## config.mk

```make
export PLATFORM = sky130hd
export DESIGN_NAME = multi_alarm_snooze_controller
export DESIGN_NICKNAME = d
export VERILOG_FILES = /design/src/sv/masc_pkg.sv /design/src/sv/masc_cell.sv /design/src/sv/multi_alarm_snooze_controller.sv
export SDC_FILE = /design/constraint.sdc
export NUM_CORES = 2
export LEC_CHECK = 0
export BUFFER_PORTS_ARGS = -buffer_cell sky130_fd_sc_hd__buf_2
export CORE_ASPECT_RATIO = 0.7
export CORE_UTILIZATION = 30
export DETAILED_ROUTE_END_ITERATION = 7
export GPL_ROUTABILITY_DRIVEN = 0
export HOLD_SLACK_MARGIN = 0.02
export MAX_ROUTING_LAYER = met4
export PLACE_DENSITY = 0.46
export SLEW_MARGIN = 25
export SYNTH_ARGS = -nofsm -noshare
export SYNTH_HDL_FRONTEND = slang
export SYNTH_SLANG_ARGS = --single-unit
```

## constraint.sdc

```tcl
create_clock -name i_clk -period 39.2 [get_ports i_clk]
set_input_delay 3.92 -clock i_clk [delete_from_list [all_inputs] [get_ports i_clk]]
set_output_delay 3.92 -clock i_clk [all_outputs]
set_load 0.02 [all_outputs]
```

## src/sv/masc_pkg.sv

```systemverilog
// Package with the shared types, codes and constants of the multi-alarm snooze controller.
package masc_pkg;

    localparam int MAX_ALARMS_DEF = 16;

    localparam int HOUR_W   = 5;
    localparam int MIN_W    = 6;
    localparam int SEC_W    = 6;
    localparam int WDAY_W   = 3;
    localparam int IDX_W    = 4;
    localparam int DAYS_W   = 8;
    localparam int NUM_W    = 5;
    localparam int SCALE_W  = 8;
    localparam int RING_W   = 5;
    localparam int CD_W     = 25;
    localparam int CFG_IDX_W = 2;

    localparam logic [CD_W-1:0] HOLD_TICKS  = CD_W'(60);
    localparam logic [CD_W-1:0] SNOOZE_UNIT = CD_W'(60 * 2000);
    localparam logic [NUM_W-1:0] ONE_SHOT_RESET = NUM_W'(5);

    localparam logic CMD_TICK  = 1'b0;
    localparam logic CMD_WRITE = 1'b1;

    typedef enum logic [CFG_IDX_W-1:0] {
        CFG_NUM_ALARMS   = 2'd0,
        CFG_SNOOZE_SCALE = 2'd1,
        CFG_ONE_SHOT     = 2'd2
    } t_cfg_idx;

    typedef enum logic [6:0] {
        PH_IDLE     = 7'b0000001,
        PH_RING     = 7'b0000010,
        PH_OK_HOLD  = 7'b0000100,
        PH_DISMISS  = 7'b0001000,
        PH_INC_HOLD = 7'b0010000,
        PH_SNZ_WAIT = 7'b0100000,
        PH_SNOOZE   = 7'b1000000
    } t_phase;

    typedef struct packed {
        logic               command;
        logic [HOUR_W-1:0]  hours;
        logic [MIN_W-1:0]   minutes;
        logic [SEC_W-1:0]   seconds;
        logic [WDAY_W-1:0]  weekday;
        logic               ok_button;
        logic               inc_button;
        logic [IDX_W-1:0]   entry_index;
        logic [DAYS_W-1:0]  day_mask;
    } t_in_item;

    typedef struct packed {
        logic              alarm_active;
        logic [RING_W-1:0] ringing_count;
    } t_out_item;

    typedef struct packed {
        logic     valid;
        t_in_item item;
    } t_link;

    typedef struct packed {
        logic [NUM_W-1:0] num_alarms;
        logic [NUM_W-1:0] one_shot_start;
        logic [CD_W-1:0]  snooze_len;
    } t_cell_cfg;

endpackage

```

## src/sv/masc_cell.sv

```systemverilog
// One alarm entry cell: holds its entry state, steps it as an item passes, and forwards the item.
module masc_cell #(
    parameter int MAX_ALARMS = masc_pkg::MAX_ALARMS_DEF,
    parameter int CELL_IDX   = 0,
    localparam int CNT_W     = $clog2(MAX_ALARMS + 1)
) (
    input  logic                  i_clk,
    input  logic                  i_rst_n,
    input  logic                  i_en,
    input  masc_pkg::t_cell_cfg   i_cfg,
    input  masc_pkg::t_link       i_link,
    input  logic [CNT_W-1:0]      i_count,
    output masc_pkg::t_link       o_link,
    output logic [CNT_W-1:0]      o_count
);

    localparam logic [31:0] CELL_ID = 32'(CELL_IDX);

    logic [masc_pkg::HOUR_W-1:0] r_hour, n_hour;
    logic [masc_pkg::MIN_W-1:0]  r_minute, n_minute;
    logic [masc_pkg::DAYS_W-1:0] r_days, n_days;
    logic [masc_pkg::CD_W-1:0]   r_cd, n_cd;
    masc_pkg::t_phase            r_phase, n_phase;
    masc_pkg::t_link             r_link;
    logic [CNT_W-1:0]            r_count;

    logic                        w_active;
    logic                        w_one_shot;
    logic                        w_hit;
    logic                        w_match;
    logic [CNT_W-1:0]            w_count;

    assign w_active   = 32'(i_cfg.num_alarms) > CELL_ID;
    assign w_one_shot = CELL_ID >= 32'(i_cfg.one_shot_start);
    assign w_match    = 32'(i_link.item.entry_index) == CELL_ID;
    assign w_hit      = (r_hour == i_link.item.hours) && (r_minute == i_link.item.minutes)
                        && r_days[i_link.item.weekday] && (i_link.item.seconds == '0);

    always_comb begin
        logic [masc_pkg::CD_W-1:0] v_cd;
        logic                      ok;
        logic                      inc;
        n_hour   = r_hour;
        n_minute = r_minute;
        n_days   = r_days;
        n_phase  = r_phase;
        n_cd     = r_cd;
        v_cd     = r_cd;
        ok       = i_link.item.ok_button;
        inc      = i_link.item.inc_button;
        if (i_link.item.command == masc_pkg::CMD_WRITE) begin
            if (w_match) begin
                n_hour   = i_link.item.hours;
                n_minute = i_link.item.minutes;
                n_days   = i_link.item.day_mask;
                n_phase  = masc_pkg::PH_IDLE;
                n_cd     = '0;
            end
        end else if (w_active) begin
            unique case (r_phase)
                masc_pkg::PH_IDLE: begin
                    if (w_hit) begin
                        n_phase = masc_pkg::PH_RING;
                    end
                end
                masc_pkg::PH_RING: begin
                    if (ok) begin
                        v_cd    = masc_pkg::HOLD_TICKS;
                        n_phase = masc_pkg::PH_OK_HOLD;
                    end else if (inc) begin
                        v_cd    = masc_pkg::HOLD_TICKS;
                        n_phase = masc_pkg::PH_INC_HOLD;
                    end
                end
                masc_pkg::PH_OK_HOLD: begin
                    if ((r_cd != '0) && !ok) begin
                        n_phase = masc_pkg::PH_RING;
                    end else if ((r_cd == '0) && ok) begin
                        if (w_one_shot) begin
                            n_days = '0;
                        end
                        n_phase = masc_pkg::PH_DISMISS;
                    end
                end
                masc_pkg::PH_DISMISS: begin
                    if (!ok) begin
                        n_phase = masc_pkg::PH_IDLE;
                    end
                end
                masc_pkg::PH_INC_HOLD: begin
                    if ((r_cd != '0) && !inc) begin
                        n_phase = masc_pkg::PH_RING;
                    end else if ((r_cd == '0) && inc) begin
                        n_phase = masc_pkg::PH_SNZ_WAIT;
                    end
                end
                masc_pkg::PH_SNZ_WAIT: begin
                    if (!inc) begin
                        v_cd    = i_cfg.snooze_len;
                        n_phase = masc_pkg::PH_SNOOZE;
                    end
                end
                masc_pkg::PH_SNOOZE: begin
                    if (r_cd == '0) begin
                        n_phase = masc_pkg::PH_RING;
                    end
                end
                default: begin
                    n_phase = r_phase;
                end
            endcase
            n_cd = (v_cd != '0) ? v_cd - 1'b1 : '0;
        end
    end

    assign w_count = (w_active && (n_phase == masc_pkg::PH_RING))
                     ? i_count + CNT_W'(1) : i_count;

    always_ff @(posedge i_clk) begin
        if (!i_rst_n) begin
            r_hour       <= '0;
            r_minute     <= '0;
            r_days       <= '0;
            r_cd         <= '0;
            r_phase      <= masc_pkg::PH_IDLE;
            r_link.valid <= 1'b0;
        end else if (i_en) begin
            r_link.valid <= i_link.valid;
            r_link.item  <= i_link.item;
            r_count      <= w_count;
            if (i_link.valid) begin
                r_hour   <= n_hour;
                r_minute <= n_minute;
                r_days   <= n_days;
                r_cd     <= n_cd;
                r_phase  <= n_phase;
            end
        end
    end

    assign o_link  = r_link;
    assign o_count = r_count;

endmodule

```

## src/sv/multi_alarm_snooze_controller.sv

```systemverilog
// Top level of the multi-alarm snooze controller: input stage, chain of entry cells, result register.
// A result passes the input stage, every entry cell and the result register before it is valid.
// The item walks the cell chain one entry cell per cycle while the chain is not frozen;
// one item is in the chain at a time, so a new item is taken only as the last one leaves it.
// A stalled result freezes the chain until the result transfer completes.
// Reset is synchronous and active low and restores every entry, the config and all valid flags.
module multi_alarm_snooze_controller #(
    parameter int MAX_ALARMS = masc_pkg::MAX_ALARMS_DEF
) (
    input  logic                                i_clk,
    input  logic                                i_rst_n,
    input  logic                                i_in_valid,
    output logic                                o_in_stall,
    input  masc_pkg::t_in_item                  i_in_item,
    output logic                                o_out_valid,
    input  logic                                i_out_stall,
    output masc_pkg::t_out_item                 o_out_item,
    input  logic                                i_cfg_valid,
    output logic                                o_cfg_ready,
    input  logic [masc_pkg::CFG_IDX_W-1:0]      i_cfg_index,
    input  logic [masc_pkg::SCALE_W-1:0]        i_cfg_data
);

    localparam int CNT_W = $clog2(MAX_ALARMS + 1);

    masc_pkg::t_cell_cfg  r_cfg;
    masc_pkg::t_link      r_in_link;
    logic                 r_busy;
    logic                 r_out_valid;
    masc_pkg::t_out_item  r_out;

    masc_pkg::t_link      w_link  [0:MAX_ALARMS];
    logic [CNT_W-1:0]     w_count [0:MAX_ALARMS];
    logic [MAX_ALARMS:0]  w_vld;
    logic                 w_in_accept;
    logic                 w_out_load;
    logic                 w_en;
    masc_pkg::t_link      w_last;

    assign o_cfg_ready = 1'b1;

    always_ff @(posedge i_clk) begin
        if (!i_rst_n) begin
            r_cfg.num_alarms     <= '0;
            r_cfg.one_shot_start <= masc_pkg::ONE_SHOT_RESET;
            r_cfg.snooze_len     <= masc_pkg::SNOOZE_UNIT;
        end else if (i_cfg_valid && o_cfg_ready) begin
            unique case (masc_pkg::t_cfg_idx'(i_cfg_index))
                masc_pkg::CFG_NUM_ALARMS: begin
                    r_cfg.num_alarms <= i_cfg_data[masc_pkg::NUM_W-1:0];
                end
                masc_pkg::CFG_SNOOZE_SCALE: begin
                    r_cfg.snooze_len <= masc_pkg::CD_W'(i_cfg_data) * masc_pkg::SNOOZE_UNIT;
                end
                masc_pkg::CFG_ONE_SHOT: begin
                    r_cfg.one_shot_start <= i_cfg_data[masc_pkg::NUM_W-1:0];
                end
                default: begin
                    r_cfg <= r_cfg;
                end
            endcase
        end
    end

    assign w_last      = w_link[MAX_ALARMS];
    assign w_out_load  = w_last.valid && (!r_out_valid || !i_out_stall);
    assign w_en        = !w_last.valid || w_out_load;
    assign o_in_stall  = r_busy && !w_out_load;
    assign w_in_accept = i_in_valid && !o_in_stall;

    always_ff @(posedge i_clk) begin
        if (!i_rst_n) begin
            r_in_link.valid <= 1'b0;
            r_busy          <= 1'b0;
        end else begin
            if (w_in_accept) begin
                r_in_link.valid <= 1'b1;
                r_in_link.item  <= i_in_item;
                r_busy          <= 1'b1;
            end else begin
                if (w_en) begin
                    r_in_link.valid <= 1'b0;
                end
                if (w_out_load) begin
                    r_busy <= 1'b0;
                end
            end
        end
    end

    assign w_link[0]  = r_in_link;
    assign w_count[0] = '0;

    for (genvar gi = 0; gi < MAX_ALARMS; gi++) begin : g_cell
        masc_cell #(
            .MAX_ALARMS (MAX_ALARMS),
            .CELL_IDX   (gi)
        ) u_cell (
            .i_clk   (i_clk),
            .i_rst_n (i_rst_n),
            .i_en    (w_en),
            .i_cfg   (r_cfg),
            .i_link  (w_link[gi]),
            .i_count (w_count[gi]),
            .o_link  (w_link[gi+1]),
            .o_count (w_count[gi+1])
        );
    end

    for (genvar gv = 0; gv <= MAX_ALARMS; gv++) begin : g_vld
        assign w_vld[gv] = w_link[gv].valid;
    end

    always_ff @(posedge i_clk) begin
        if (!i_rst_n) begin
            r_out_valid <= 1'b0;
        end else if (w_out_load) begin
            r_out_valid <= 1'b1;
        end else if (r_out_valid && !i_out_stall) begin
            r_out_valid <= 1'b0;
        end
    end

    always_ff @(posedge i_clk) begin
        if (w_out_load) begin
            r_out.alarm_active  <= w_count[MAX_ALARMS] != '0;
            r_out.ringing_count <= masc_pkg::RING_W'(w_count[MAX_ALARMS]);
        end
    end

    assign o_out_valid = r_out_valid;
    assign o_out_item  = r_out;

    a_one_item_in_chain: assert property (@(posedge i_clk) disable iff (!i_rst_n)
        $onehot0(w_vld))
        else $error("More than one item travels the cell chain.");

    a_idle_chain_empty: assert property (@(posedge i_clk) disable iff (!i_rst_n)
        !r_busy |-> (w_vld == '0))
        else $error("Cell chain holds an item while the block is idle.");

    a_accept_enters_chain: assert property (@(posedge i_clk) disable iff (!i_rst_n)
        w_in_accept |=> (r_in_link.valid && r_busy))
        else $error("Accepted transfer did not enter the cell chain.");

    a_result_frees_block: assert property (@(posedge i_clk) disable iff (!i_rst_n)
        (w_out_load && !w_in_accept) |=> !r_busy)
        else $error("Block stays busy after its result left the chain.");

endmodule

```

; After elaboration in Yosys (flattened, before gate mapping)
; Cells that the tools add are included.
; W data, S select, Z words.
[op_classes]
reduce_logical = 374
n_addsub = 31
n_div = 0
magnitude_cmp = 48
eq_ne = 209
shift = 0
n_bitwise = 0
mux = 550
multipliers = 1
[op_table]
columns = operator, n
row1 = $mux W25, 144
row2 = $mux W7, 208
row3 = $mux W8, 112
row4 = $pmux W25 S2, 16
row5 = $reduce_bool A25 Y1, 32
row6 = $pmux W7 S7, 16
row7 = $logic_not A25 Y1, 16
row8 = $sub A25 B1 Y25 const B, 16
row9 = $eq A7 B2 Y1 const B, 32
row10 = $reduce_bool A2 Y1, 67
row11 = $logic_and A1 B1 Y1, 132
row12 = $reduce_and A4 Y1, 32
row13 = $reduce_and A8 Y1, 16
row14 = $eq A7 B1 Y1 const B, 16
row15 = $eq A7 B3 Y1 const B, 16
row16 = $eq A7 B4 Y1 const B, 16
row17 = $eq A7 B5 Y1 const B, 16
row18 = $eq A7 B6 Y1 const B, 16
row19 = $eq A7 B7 Y1 const B, 16
row20 = $eq A6 B6 Y1, 16
row21 = $logic_not A6 Y1, 16
row22 = $eq A5 B5 Y1, 16
row23 = $add A5 B1 Y5 const B, 15
row24 = $mux W5, 15
row25 = other kinds (26), 200
[totals]
wordCells = 1477
out_inout_bits = 9
romBits = 0
mem_bits_rw = 0
reg_bits = 1510
input_bits = 50
latchBits = 0
n_memories = 0

; Logic depth before layout (Yosys ltp)
[depth]
word_depth = 11
ltp_mapped = 17
mapped_depth_nobuf = 17

; Modules after synthesis
; A second synthesis with hierarchy kept.
[unflattened]
cells_unflattened = 8961
hier_area_um2 = 85468.2
[by_module_without_submodules]
columns = module, seq_area_each_um2, n_inst, area_per_inst_um2, cells_per_inst
row1 = masc_cell at g_cell[1].u_cell, 2242.2, 1, 5248.8, 574
row2 = masc_cell at g_cell[15].u_cell, 2242.2, 1, 5231.3, 548
row3 = masc_cell at g_cell[14].u_cell, 2242.2, 1, 5226.3, 559
row4 = masc_cell at g_cell[10].u_cell, 2242.2, 1, 5172.5, 526
row5 = masc_cell at g_cell[8].u_cell, 2242.2, 1, 5126.2, 527
row6 = masc_cell at g_cell[11].u_cell, 2242.2, 1, 5082.4, 542
row7 = masc_cell at g_cell[13].u_cell, 2242.2, 1, 5081.1, 533
row8 = masc_cell at g_cell[9].u_cell, 2242.2, 1, 5056.1, 551
row9 = masc_cell at g_cell[5].u_cell, 2242.2, 1, 5043.6, 549
row10 = masc_cell at g_cell[4].u_cell, 2242.2, 1, 5039.8, 537
row11 = masc_cell at g_cell[3].u_cell, 2242.2, 1, 5033.6, 526
row12 = masc_cell at g_cell[0].u_cell, 2242.2, 1, 5023.6, 530
row13 = masc_cell at g_cell[6].u_cell, 2242.2, 1, 5022.3, 527
row14 = masc_cell at g_cell[2].u_cell, 2242.2, 1, 5013.6, 529
row15 = 3 more rows, n/a, n/a, n/a, n/a

; Least setup slack after synthesis
; No wires, ideal clock.
[synth_path]
path_type = input port to flip-flop
from = input i_rst_n
to = register g_cell[0].u_cell.r_count[0] (enable)
required_time_ns = 37.628
n_path_buf = 4
path_slack_ns = 8.150
setup_time_ns = 1.572
stages = 6
arrival_ns = 29.478
cell_sequence = clkbuf_1 > inv_1 > clkbuf_1 > clkbuf_1 > buf_1 > nor2_1
[synth_between]
elab_chain_cells = 1
[synth_rtl]
columns = item, line_no
row1 = from (decl), multi_alarm_snooze_controller.sv:11  ; input logic i_rst_n,
row2 = $reduce_and A2 Y1 (no line), n/a
row3 = to (signal assigned), masc_cell.sv:130  ; r_count <= w_count;
row4 = to (decl), masc_cell.sv:25  ; logic [CNT_W-1:0] r_count;
; Every way passes these cells.
; A chain may end at the register's enable or synchronous reset.

; Worst setup path in the final report
[layout_path]
from = input i_out_stall
to = output o_in_stall
[layout_between]
elab_chain_cells = 5
[layout_rtl]
columns = item, line_no
row1 = from (decl), multi_alarm_snooze_controller.sv:16  ; input logic i_out_stall,
row2 = $logic_not A1 Y1, multi_alarm_snooze_controller.sv:66  ; assign w_out_load = w_last.valid && (!r_out_valid || !i_out_stall);
row3 = $logic_or A1 B1 Y1, multi_alarm_snooze_controller.sv:66
row4 = $logic_and A1 B1 Y1, multi_alarm_snooze_controller.sv:66
row5 = net w_out_load, multi_alarm_snooze_controller.sv:36  ; logic w_out_load;
row6 = $logic_not A1 Y1, multi_alarm_snooze_controller.sv:68  ; assign o_in_stall = r_busy && !w_out_load;
row7 = $logic_and A1 B1 Y1, multi_alarm_snooze_controller.sv:68
row8 = to (decl), multi_alarm_snooze_controller.sv:13  ; output logic o_in_stall,
; The timed path passes the listed nets, and every way through them passes these cells.

==> results.md <==
- Clk_skew: 0.0678 ns
- Vias per cell: 5.66
- # port buffers: 57
- Tmin final: 9.07 ns
- Post-CTS Resized: 0
- Layout cell share with drive strength beyond 1: 7.96%
- Crit path DAT: 5.15 ns
- DRC: 0
- Synth Flop Type: dfxtp_1
- Clock Tree Root: clkbuf_16
- Worst hold path cell count: 0
- Worst Path Required: 35.28 ns
- Final core utilization: 33.9%
- Syn Std Cell Area: 79500 um^2
- Count of cell types in the netlist: 102
- Clk slew on worst S/H paths: 0.06 ns
- Peak supply drop: 0.0300 mV
- H-tree levels: 4
- Iteration-0 DRC Markers: 8165
- Final Max Slew Viols: 0
- CP startpoint kind: input pin
- CP max stage cell: a21boi_4
- Vias in the first global route: 64800
- Asr flop ratio synth: 0%
- Critical path peak fanout: 7
- Cell Int Power: 2.65 mW
- Total global-route track usage: 20.5%
- Syn Area/Cell: 9.00 um^2
- HPWL after detailed placement: 193000 um
- CP endpoint kind: output pin
- EDFF count, synth: 636
- Ys Warns: 0
- RSZ-0062 raised after global routing: no
- Period Utilization, post-route: 23.1%
- First-pass GRT wire length: 415000 um
- CP max stage delay: 0.62 ns
- Initial antenna violation count: 20
- Core area: 262000 um^2
- Comb pwr share: 7.2%
- Fin Hold WS: 0.440 ns
- Initial core utilization: 30.3%
- CTS tree: done
- Later-pin clock latency in the skew report: 0.83 ns
- CP most frequent cell: buf_2
- Post-CTS Setup Inserts: 0
- Worst-case clock buffer depth: 4
- Die ar.: 267000 um^2
- Crit path cell chain: buf_2 > a21boi_4 > nor2b_1 > buf_2
- Die Span Y: 433 um
- # rows: 157
- Switching fraction of total power: 25.1%
- LEAKAGE: 30.9 nW
- GRT overflow: 0
- Post-DR wirelength/cell: 22.4 um
- Commonest non-fill, non-tap cell in the layout: nand2_1
- Nets: 8831
- HP Class: reg -> reg
- R2R cell count: 9
- FMAX: 110 MHz
- Die Wd: 617 um
- Synthesized flop and latch total: 1500
- Drt total wl: 275000 um
- Max-cap viol count: 0
- Critical path type: in -> out
- CTS sink cnt: 1500
- IO Pins: 59
- Largest net degree at the start of global routing: 168
- Layout area overhead: 11.9%
- CTS Hold Bufs: 0
- Slew Limit Headroom: 25.6%
- Most frequent cells in the layout: 1016 x nand2_1, 966 x nor2_1, 850 x dfxtp_1
- Status: finished, final reports clean
- DR vias: 69600
- ANT nets after route: 0
- Final hold vios: 0
- Clock share of power: 44.2%
- Setup TNS: 0 ns
- Pre-antenna DRT Iters: 6
- Register area share after synthesis: 45.8%
- Worst Tran Pin Value: 1.11 ns
- Sequential Power Share: 48.6%
- TritonCTS Buffers: 165
- P_sw: 0.890 mW
- Power Density: 39.8 nW/um^2
- Post-Synthesis Cells: 8829
- Post-Syn Nets: 8997
- Final setup fails: 0
-- critical path: cells and delay by family --
kind / cells / cell delay, ns
AO/OA/AOI/OAI: 1 / 0.62
buffers and inverters: 2 / 0.37
AND/OR/NAND/NOR: 1 / 0.23
-- power groups by stage --
stage / clock network (mW) / logic (mW) / registers [mW]
6_report: 1.57 / 0.255 / 1.72
5_1_grt: 1.67 / 0.274 / 1.73
4_1_cts: 1.61 / 0.251 / 1.72
3_5_place_dp: 0 / 0.250 / 1.76
3_3_place_gp: 0 / 0.252 / 1.75
2_1_floorplan: 0 / 0.147 / 1.75
-- state kept, by name (all words and copies together) (netlist names) --
name / count
g_cell.u_cell.o_count: 70
g_cell.u_cell.o_link: 541
g_cell.u_cell.r_cd: 400
g_cell.u_cell.r_days: 128
g_cell.u_cell.r_hour: 80
g_cell.u_cell.r_minute: 96
g_cell.u_cell.r_phase: 112
o_out_item: 6
o_out_valid: 1
r_busy: 1
r_cfg: 29
r_in_link: 36
-- per-stage QoR --
step / setup WS, ns / instance area [um^2] / instances / total power [mW]
finish: 30.13 / 88900 / 12300 / 3.54
floorplan: 8.15 / 79500 / 8829 / 1.90
detailed placement: 30.13 / 83600 / 12000 / 2.01
global placement: 29.82 / 83500 / 12000 / 2.01
global route: 30.09 / 88900 / 12300 / 3.67
CTS: 30.12 / 88900 / 12300 / 3.58
-- layer usage --
layer	vias up	track usage (%)	routed length (um)
met5	-	-	0
met4	0	5.64	7950
met3	483	3.57	22400
met2	2969	29.1	114000
met1	33600	29.6	131000
li1	32500	-	-
-- path summary, 6_finish.rpt --
check / from / end / slack, ns
hold / removal: g_cell[12].u_cell.o_link[18] / g_cell[13].u_cell.o_link[18] / 0.44
setup / recovery: i_out_stall / o_in_stall / 30.13
hold reg to reg: g_cell[12].u_cell.o_link[18] / g_cell[13].u_cell.o_link[18] / 0.44
setup reg to reg: r_cfg[13] / g_cell[12].u_cell.r_cd[2] / 34.26
-- logic make-up (layout without fill, tap and decap cells) --
family / count (synthesis) / in the layout / synth area share (%)
other cells: 1 / 10 / 0.00472
flops: 1500 / 1500 / 45.8
buf+inv: 717 / 677 / 3.42
simple gates: 3450 / 3450 / 20.9
compound gates: 2430 / 2430 / 20.3
fa+ha+maj: 119 / 119 / 2.08
xor+xnor: 495 / 495 / 5.46
mux: 117 / 117 / 2.02
-- final cells by class --
class / instances / area (um^2)
clock buffers: 234 / 4660
well taps: 3498 / 4380
clock inverters: 59 / 639
fillers: 26900 / 174000
flip-flops and latches: 1500 / 36400
diodes: 9 / 22.5
multi-input cells: 6612 / 40600
repair buffers: 237 / 1700
inverters: 147 / 559
-- cells in the mapped netlist, types with 178 or more instances --
cell / n / area [um^2]
a22oi_1: 523 / 3930
dfxtp_1: 864 / 17300
a21oi_1: 577 / 2890
nand3_1: 231 / 1160
xnor2_1: 228 / 2000
edfxtp_1: 636 / 19100
nor3_1: 277 / 1390
o21ai_0: 416 / 2080
nand2_1: 1017 / 3820
xor2_1: 267 / 2340
clkbuf_1: 513 / 1930
nor4_1: 178 / 1110
nor2_1: 975 / 3660
Note: power is estimated with default switching activity, not from simulation.
